**src/hw/rtl/pm_pkg.sv**
```systemverilog
// Shared types for the polynomial multiplier: MAC control bundle.
package pm_pkg;

    // Coefficient and accumulator width
    localparam int unsigned COEF_W = 32;

    // Control from the sequencer to the multiply-accumulate unit
    typedef struct packed {
        logic vld;   // RAM read data is a term to accumulate
        logic clr;   // start a new product coefficient
    } pm_mac_ctl_t;

endpackage

```
**src/hw/rtl/polynomial_multiply.sv**
```systemverilog
// Polynomial multiplier: loads two coefficient runs, streams their convolution.
//
//  channel | dir | tdata              | tuser          | tlast
//  s_axis  | in  | coefficient [31:0] | command (0=P,1=Q) | last of run
//  m_axis  | out | product coef [31:0]| -              | final coefficient
//
// Load transfers append to P or Q. A Q transfer with tlast starts the product:
// each output coefficient k accumulates its terms on the shared multiplier
// (one read per cycle from each coefficient RAM), drains through the RAM read,
// product and accumulator registers, then waits in the output register while
// m_axis_tready is low. An empty P gives a single zero coefficient.
// s_axis_tready is low from the start of the product until its final
// coefficient is taken. Reset clears both counts; the RAMs need no clearing.
module polynomial_multiply
    import pm_pkg::*;
#(
    parameter int unsigned MAX_TERMS = 32
) (
    input  logic              aclk,
    input  logic              aresetn,
    input  logic              s_axis_tvalid,
    output logic              s_axis_tready,
    input  logic [COEF_W-1:0] s_axis_tdata,   // [31:0] coefficient
    input  logic              s_axis_tuser,   // [0] command
    input  logic              s_axis_tlast,
    output logic              m_axis_tvalid,
    input  logic              m_axis_tready,
    output logic [COEF_W-1:0] m_axis_tdata,   // [31:0] product_coefficient
    output logic              m_axis_tlast
);

    localparam int unsigned AW = $clog2(MAX_TERMS);
    localparam int unsigned CW = $clog2(MAX_TERMS + 1);
    localparam int unsigned KW = $clog2(2 * MAX_TERMS);

    typedef enum logic [1:0] {
        ST_IDLE,
        ST_ISSUE,
        ST_DRAIN,
        ST_SEND
    } state_t;

    state_t            state_reg, state_next;
    logic [CW-1:0]     cnt_p_reg, cnt_p_next;
    logic [CW-1:0]     cnt_q_reg, cnt_q_next;
    logic [CW-1:0]     np_reg, np_next;
    logic [CW-1:0]     nq_reg, nq_next;
    logic [KW-1:0]     k_reg, k_next;
    logic [KW-1:0]     last_k_reg, last_k_next;
    logic [AW-1:0]     i_reg, i_next;
    logic [AW-1:0]     i_hi_reg, i_hi_next;
    logic              rd_vld_reg, rd_vld_next;
    logic              out_vld_reg, out_vld_next;
    logic              out_last_reg, out_last_next;
    logic [COEF_W-1:0] out_data_reg, out_data_next;

    logic              s_xfer;
    logic              p_we, q_we;
    logic [CW-1:0]     nq_start;
    logic [KW-1:0]     k_nx;
    logic [CW-1:0]     np_src, nq_src;
    logic [KW-1:0]     np_m1;
    logic [AW-1:0]     i_lo, i_hi;
    logic [COEF_W-1:0] p_rdata, q_rdata, acc;
    logic              mac_busy;
    pm_mac_ctl_t       mac_ctl;

    assign s_axis_tready = (state_reg == ST_IDLE);
    assign s_xfer        = s_axis_tvalid && s_axis_tready;

    // Appends; a coefficient past the store depth is dropped
    assign p_we     = s_xfer && !s_axis_tuser && (cnt_p_reg < CW'(MAX_TERMS));
    assign q_we     = s_xfer && s_axis_tuser && (cnt_q_reg < CW'(MAX_TERMS));
    assign nq_start = cnt_q_reg + CW'(q_we);

    pm_ram #(.WIDTH(COEF_W), .DEPTH(MAX_TERMS)) u_p_ram (
        .aclk  (aclk),
        .we    (p_we),
        .waddr (cnt_p_reg[AW-1:0]),
        .wdata (s_axis_tdata),
        .raddr (i_reg),
        .rdata (p_rdata)
    );

    pm_ram #(.WIDTH(COEF_W), .DEPTH(MAX_TERMS)) u_q_ram (
        .aclk  (aclk),
        .we    (q_we),
        .waddr (cnt_q_reg[AW-1:0]),
        .wdata (s_axis_tdata),
        .raddr (AW'(k_reg - KW'(i_reg))),
        .rdata (q_rdata)
    );

    pm_mac u_mac (
        .aclk    (aclk),
        .aresetn (aresetn),
        .ctl     (mac_ctl),
        .a       (p_rdata),
        .b       (q_rdata),
        .acc     (acc),
        .busy    (mac_busy)
    );

    // Term range of the next output coefficient: i from i_lo to i_hi
    always_comb begin
        if (state_reg == ST_IDLE) begin
            k_nx   = '0;
            np_src = cnt_p_reg;
            nq_src = nq_start;
        end else begin
            k_nx   = k_reg + KW'(1);
            np_src = np_reg;
            nq_src = nq_reg;
        end
        np_m1 = KW'(np_src) - KW'(1);
        i_lo  = (k_nx >= KW'(nq_src)) ? AW'(k_nx - KW'(nq_src) + KW'(1)) : '0;
        i_hi  = (k_nx > np_m1) ? AW'(np_m1) : AW'(k_nx);
    end

    // Sequencer
    always_comb begin
        state_next    = state_reg;
        cnt_p_next    = cnt_p_reg;
        cnt_q_next    = cnt_q_reg;
        np_next       = np_reg;
        nq_next       = nq_reg;
        k_next        = k_reg;
        last_k_next   = last_k_reg;
        i_next        = i_reg;
        i_hi_next     = i_hi_reg;
        rd_vld_next   = 1'b0;
        out_vld_next  = out_vld_reg;
        out_last_next = out_last_reg;
        out_data_next = out_data_reg;
        mac_ctl.vld   = rd_vld_reg;
        mac_ctl.clr   = 1'b0;

        unique case (state_reg)
            ST_IDLE: begin
                if (p_we) begin
                    cnt_p_next = cnt_p_reg + CW'(1);
                end
                if (q_we) begin
                    cnt_q_next = cnt_q_reg + CW'(1);
                end
                if (s_xfer && s_axis_tuser && s_axis_tlast) begin
                    cnt_p_next = '0;
                    cnt_q_next = '0;
                    np_next    = cnt_p_reg;
                    nq_next    = nq_start;
                    k_next     = '0;
                    if (cnt_p_reg == '0) begin
                        // Empty P: a single zero coefficient
                        last_k_next   = '0;
                        out_data_next = '0;
                        out_last_next = 1'b1;
                        out_vld_next  = 1'b1;
                        state_next    = ST_SEND;
                    end else begin
                        last_k_next = KW'(cnt_p_reg) + KW'(nq_start) - KW'(2);
                        i_next      = i_lo;
                        i_hi_next   = i_hi;
                        mac_ctl.clr = 1'b1;
                        state_next  = ST_ISSUE;
                    end
                end
            end
            ST_ISSUE: begin
                rd_vld_next = 1'b1;
                if (i_reg == i_hi_reg) begin
                    state_next = ST_DRAIN;
                end else begin
                    i_next = i_reg + AW'(1);
                end
            end
            ST_DRAIN: begin
                if (!rd_vld_reg && !mac_busy) begin
                    out_data_next = acc;
                    out_last_next = (k_reg == last_k_reg);
                    out_vld_next  = 1'b1;
                    state_next    = ST_SEND;
                end
            end
            ST_SEND: begin
                if (m_axis_tready) begin
                    out_vld_next = 1'b0;
                    if (k_reg == last_k_reg) begin
                        state_next = ST_IDLE;
                    end else begin
                        k_next      = k_nx;
                        i_next      = i_lo;
                        i_hi_next   = i_hi;
                        mac_ctl.clr = 1'b1;
                        state_next  = ST_ISSUE;
                    end
                end
            end
            default: begin
                state_next = ST_IDLE;
            end
        endcase
    end

    always_ff @(posedge aclk) begin
        if (!aresetn) begin
            state_reg   <= ST_IDLE;
            cnt_p_reg   <= '0;
            cnt_q_reg   <= '0;
            rd_vld_reg  <= 1'b0;
            out_vld_reg <= 1'b0;
        end else begin
            state_reg   <= state_next;
            cnt_p_reg   <= cnt_p_next;
            cnt_q_reg   <= cnt_q_next;
            rd_vld_reg  <= rd_vld_next;
            out_vld_reg <= out_vld_next;
        end
        np_reg       <= np_next;
        nq_reg       <= nq_next;
        k_reg        <= k_next;
        last_k_reg   <= last_k_next;
        i_reg        <= i_next;
        i_hi_reg     <= i_hi_next;
        out_last_reg <= out_last_next;
        out_data_reg <= out_data_next;
    end

    assign m_axis_tvalid = out_vld_reg;
    assign m_axis_tdata  = out_data_reg;
    assign m_axis_tlast  = out_last_reg;

endmodule

```
**src/hw/rtl/pm_ram.sv**
```systemverilog
// Generic single-write, single-read RAM with registered read data.
module pm_ram #(
    parameter int unsigned WIDTH = 32,
    parameter int unsigned DEPTH = 32
) (
    input  logic                     aclk,
    input  logic                     we,
    input  logic [$clog2(DEPTH)-1:0] waddr,
    input  logic [WIDTH-1:0]         wdata,
    input  logic [$clog2(DEPTH)-1:0] raddr,
    output logic [WIDTH-1:0]         rdata
);

    logic [WIDTH-1:0] mem [DEPTH];
    logic [WIDTH-1:0] rdata_reg;

    always_ff @(posedge aclk) begin
        if (we) begin
            mem[waddr] <= wdata;
        end
        rdata_reg <= mem[raddr];
    end

    assign rdata = rdata_reg;

endmodule

```
**src/hw/rtl/pm_mac.sv**
```systemverilog
// Shared multiply-accumulate unit: registered 32x32 product, wrapping accumulator.
module pm_mac
    import pm_pkg::*;
(
    input  logic              aclk,
    input  logic              aresetn,
    input  pm_mac_ctl_t       ctl,
    input  logic [COEF_W-1:0] a,
    input  logic [COEF_W-1:0] b,
    output logic [COEF_W-1:0] acc,
    output logic              busy
);

    logic [COEF_W-1:0]   full_prod;
    logic [COEF_W-1:0]   prod_reg;
    logic                mul_vld_reg;
    logic [COEF_W-1:0]   acc_reg;

    // Product kept to the coefficient width is the wrapped two's complement result
    assign full_prod = a * b;

    // Product stage
    always_ff @(posedge aclk) begin
        if (!aresetn) begin
            mul_vld_reg <= 1'b0;
        end else begin
            mul_vld_reg <= ctl.vld;
        end
        prod_reg <= full_prod;
    end

    // Accumulate stage
    always_ff @(posedge aclk) begin
        if (ctl.clr) begin
            acc_reg <= '0;
        end else if (mul_vld_reg) begin
            acc_reg <= acc_reg + prod_reg;
        end
    end

    assign acc  = acc_reg;
    assign busy = mul_vld_reg;

endmodule

```
**config.mk**
```make
export PLATFORM = sky130hd
export DESIGN_NAME = polynomial_multiply
export DESIGN_NICKNAME = d
export VERILOG_FILES = /design/src/hw/rtl/pm_pkg.sv /design/src/hw/rtl/polynomial_multiply.sv /design/src/hw/rtl/pm_ram.sv /design/src/hw/rtl/pm_mac.sv
export SDC_FILE = /design/constraint.sdc
export NUM_CORES = 2
export LEC_CHECK = 0
export BUFFER_PORTS_ARGS = -buffer_cell sky130_fd_sc_hd__buf_2
export CORE_MARGIN = 3
export CORE_UTILIZATION = 45
export DETAILED_ROUTE_END_ITERATION = 10
export PLACE_DENSITY = 0.67
export SLEW_MARGIN = 20
export SYNTH_ARGS = -nofsm -noshare
export SYNTH_HDL_FRONTEND = slang
export SYNTH_SLANG_ARGS = --single-unit
```
**constraint.sdc**
```tcl
create_clock -name aclk -period 10.4 [get_ports aclk]
set_input_delay 1.56 -clock aclk [delete_from_list [all_inputs] [get_ports aclk]]
set_output_delay 1.56 -clock aclk [all_outputs]
set_load 0.01 [all_outputs]
```
==> summary.txt <==
Timing
  • Worst slew margin: between 20% and 30%
  • Final Hold Fails: 0
  • Measured slew at the worst slew-check pin: roughly 1.1 ns
  • Crit path time final: ~7.5 ns
  • Clk_skew: 0.0914 ns
  • Final setup TNS: 0 ns
  • Tcrit/Tclk final: between 70% and 80%
  • Final setup viols: 0
  • RSZ-0062 raised after global routing: false
  • Max Fclk: 134 MHz
  • Pins Over Slew Limit: 0

CTS
  • H-tree Lvls: 4
  • Clk Latency, worst-skew pair: 0.90 ns
  • CTS tree: yes
  • Clock transition at path regs: roughly 0.060 ns
  • CTS root buf: clkbuf_16
  • Clock Path Buffers: 3
  • Post-CTS Setup Bufs: 0
  • CTS resizes: 0
  • Clk sinks: around 2300
  • CTS Buf Count: between 200 and 250
  • Post-CTS Hold Buffers: 0

Floorplanning
  • # rows: roughly 170
  • Die W: 484 um
  • Die height: between 400 and 500 um
  • Core Area: approximately 230000 um^2
  • Full die area: between 200000 and 250000 um^2
  • IO Count: 73
  • Initial core utilization: a little under half

Drt
  • 1st-iter DRT viols: roughly 6000
  • First-pass DRT Iterations: 6
  • Remaining antenna violation count after routing: 0
  • WL per Instance: around 27 um
  • Via density: a little under 6
  • Aggregate routed wire length: 252000 um
  • # DRC: 0
  • Vias: around 54000

Setup path
  • Worst setup EP type: flip-flop
  • Critical Setup Path Class: reg2reg
  • Worst EP required: approximately 11 ns
  • Arrival time at the worst endpoint: 8.17 ns
  • Worst r2r src: u_q_ram.rdata[2]$_DFF_P_
  • R2R cell count: 20
  • Reg-to-reg slack, setup: 2.94 ns
  • Reg-to-reg critical path endpoint: u_mac.prod_reg[27]$_DFF_P_
  • Setup crit start kind: flip-flop
  • CP max FO: 30

Logic synthesis
  • Mapped Avg Cell Area: about 17 um^2
  • Sequential fraction of the synthesis area: between 60 and 70%
  • Distinct cell type count after synthesis: 63
  • Syn nets: between 6000 and 7000
  • Mux cell area share after synthesis: 13.2%
  • Seq cells post-synth: about 2300
  • Syn Std Cell Area: 103000 um^2
  • Count leader, synth: edfxtp_1
  • Post-synth ARST share: 0%
  • Area share of the largest cell type after synthesis: around 60%
  • Yosys top cell by area: edfxtp_1
  • Post-synthesis compound-gate area fraction: 1.60%
  • Simple-gate share of the synthesized area: 6.05%
  • Top area cells in the synthesized netlist: edfxtp_1, mux4_2, fa_1
  • Post-synth EDFFs: 2115
  • Post-synth top cells: edfxtp_1, nand2_1, mux4_2, inv_1, fa_1
  • Main synth FF type: edfxtp_1
  • Synth Area in Adders: a little over a tenth
  • Post-synthesis xor/xnor area fraction: between 1 and 1.5%
  • Post-Syn Instances: approximately 6000
  • Largest family of logic cells by synthesized area: multiplexers
  • Yosys warnings: 0

Layout
  • Fill count: 18138
  • Total Nets Final: 6812
  • Regs by FF count: u_p_ram.mem: 1024 flops, u_q_ram.mem: 1024 flops
  • Register area: 66400 um^2
  • P&R area growth vs syn: 11.6%
  • Share of cells above drive strength 1: 19.4%
  • Area taken by multi-input logic gates: around 34000 um^2

Worst hold path
  • Hold endpoint: u_mac.busy$_SDFF_PN0_
  • Worst Hold Class: reg2reg
  • HP Start: rd_vld_reg$_SDFF_PN0_
  • Worst hold path depth: 1

GRT
  • Total grt overflow: 0
  • Total GRT Usage: between 20% and 30%
  • Largest net degree at the start of global routing: approximately 150
  • Vias in the first global route: 56773
  • First-pass GRT wire length: around 380000 um
  • Initial antenna violation count: 11

Run status
  • Status: finished clean

Flow run
  • Max Cap Viol: 0

Placed design
  • Post-DP HPWL: between 100000 and 150000 um
  • Port bufs: just over 70
  • Final GP Congestion: approximately 0.87
worst max-delay path, stage by stage (launching register included):
cell,delay (ns)
dfxtp_1,1.02
nand2_1,0.18
fa_1,0.61
fa_1,0.44
fa_1,0.49
fa_1,0.46
fa_1,0.54
inv_1,0.05
ha_1,0.28
inv_1,0.07
fa_1,0.43
fa_1,0.50
inv_1,0.04
ha_1,0.31
a2111oi_0,0.42
o21ai_0,0.27
a32oi_1,0.31
o211ai_1,0.18
a31o_2,0.30
a211oi_1,0.31
nor3_1,0.08
layout make-up:
| type | count | share of cell area [%] |
|---|---|---|
| antenna | 4 | 0.00872 |
| clock buffer | 271 | 4.98 |
| clock inverter | 135 | 1.34 |
| inverter | 472 | 1.55 |
| multi-input combinational | 2999 | 29.7 |
| sequential | 2260 | 57.8 |
| tap | 2992 | 3.26 |
| timing repair buffer | 211 | 1.30 |
worst max-delay path by stage:
stage	from	endpoint	slack (ns)	depth (start not counted)
2_1_floorplan	u_q_ram.rdata[2]$_DFF_P_	u_mac.prod_reg[31]$_DFF_P_	3.74	24
3_3_place_gp	u_p_ram.rdata[7]$_DFF_P_	u_mac.prod_reg[31]$_DFF_P_	3.08	24
3_5_place_dp	u_p_ram.rdata[9]$_DFF_P_	u_mac.prod_reg[31]$_DFF_P_	2.96	24
4_1_cts	u_p_ram.rdata[9]$_DFF_P_	u_mac.prod_reg[31]$_DFF_P_	2.99	24
5_1_grt	u_q_ram.rdata[2]$_DFF_P_	u_mac.prod_reg[31]$_DFF_P_	2.34	22
6_report	u_q_ram.rdata[2]$_DFF_P_	u_mac.prod_reg[27]$_DFF_P_	2.94	20
layer usage:
metal	vias up	share of wire [%]	wire length (um)	GRT usage, %
met5	-	0.0048	12	0
met4	2	2.6	6610	5.67
met3	398	8.3	20800	3.45
met2	2334	49	123000	36.0
met1	28586	40	102000	30.1
li1	22588	-	-	-
placed cells by master (no fill, tap or decap), types with 6 or more instances in the layout:
cell        netlist  final
a211oi_1         13     13
a21o_1           37     37
a21oi_1          72     70
a31oi_1           8      8
and2_1          302    302
buf_12            0      6
buf_2            42     66
buf_4             0    139
bufinv_16         0     23
clkbuf_1        219     44
clkbuf_16         0    216
clkbuf_8          0     11
clkinv_1          2     47
clkinv_16         0     10
clkinv_2          0     35
clkinvlp_4        0     10
dfxtp_1         145    142
edfxtp_1       2115   2115
fa_1            413    412
ha_1            201    199
inv_1           470    469
mux2_2           34     34
mux2i_1          19     19
mux4_2          576    576
nand2_1         624    624
nand2b_1          9      9
nand3_1         192    192
nor2_1          153     89
nor2_4            0     64
nor2b_1          10     10
nor3_1           14     14
o211ai_1          8      8
o21a_1           11     11
o21ai_0          74     72
xnor2_1         107    104
xor2_1           45     43
per-stage QoR:
| stage | hold slack, ns | std cells | utilization, % | setup WS (ns) | area, um^2 |
|---|---|---|---|---|---|
| 5_1_grt | 0.496 | 9341 | 50.8 | 2.34 | 115000 |
| 4_1_cts | 0.458 | 9340 | 50.8 | 2.99 | 115000 |
| 3_5_place_dp | 0.444 | 8934 | 47.6 | 2.96 | 108000 |
| 2_1_floorplan | 0.406 | 6021 | - | 3.74 | 103000 |
| 6_report | 0.455 | 9344 | 50.8 | 2.94 | 115000 |
| 3_3_place_gp | 0.429 | 8934 | 47.6 | 3.08 | 108000 |
cells by family after synthesis:
logic type,Yosys count
DFF,2260
and+or+nand+nor,1341
buffers and inverters,762
muxes,629
adders and majority gates,614
AOI/OAI and AO/OA,263
xor gates and xnor gates,152
Power is left out: the tool's default activity adds up to more than one toggle a clock period on the data nets, which glitch-free logic cannot reach.
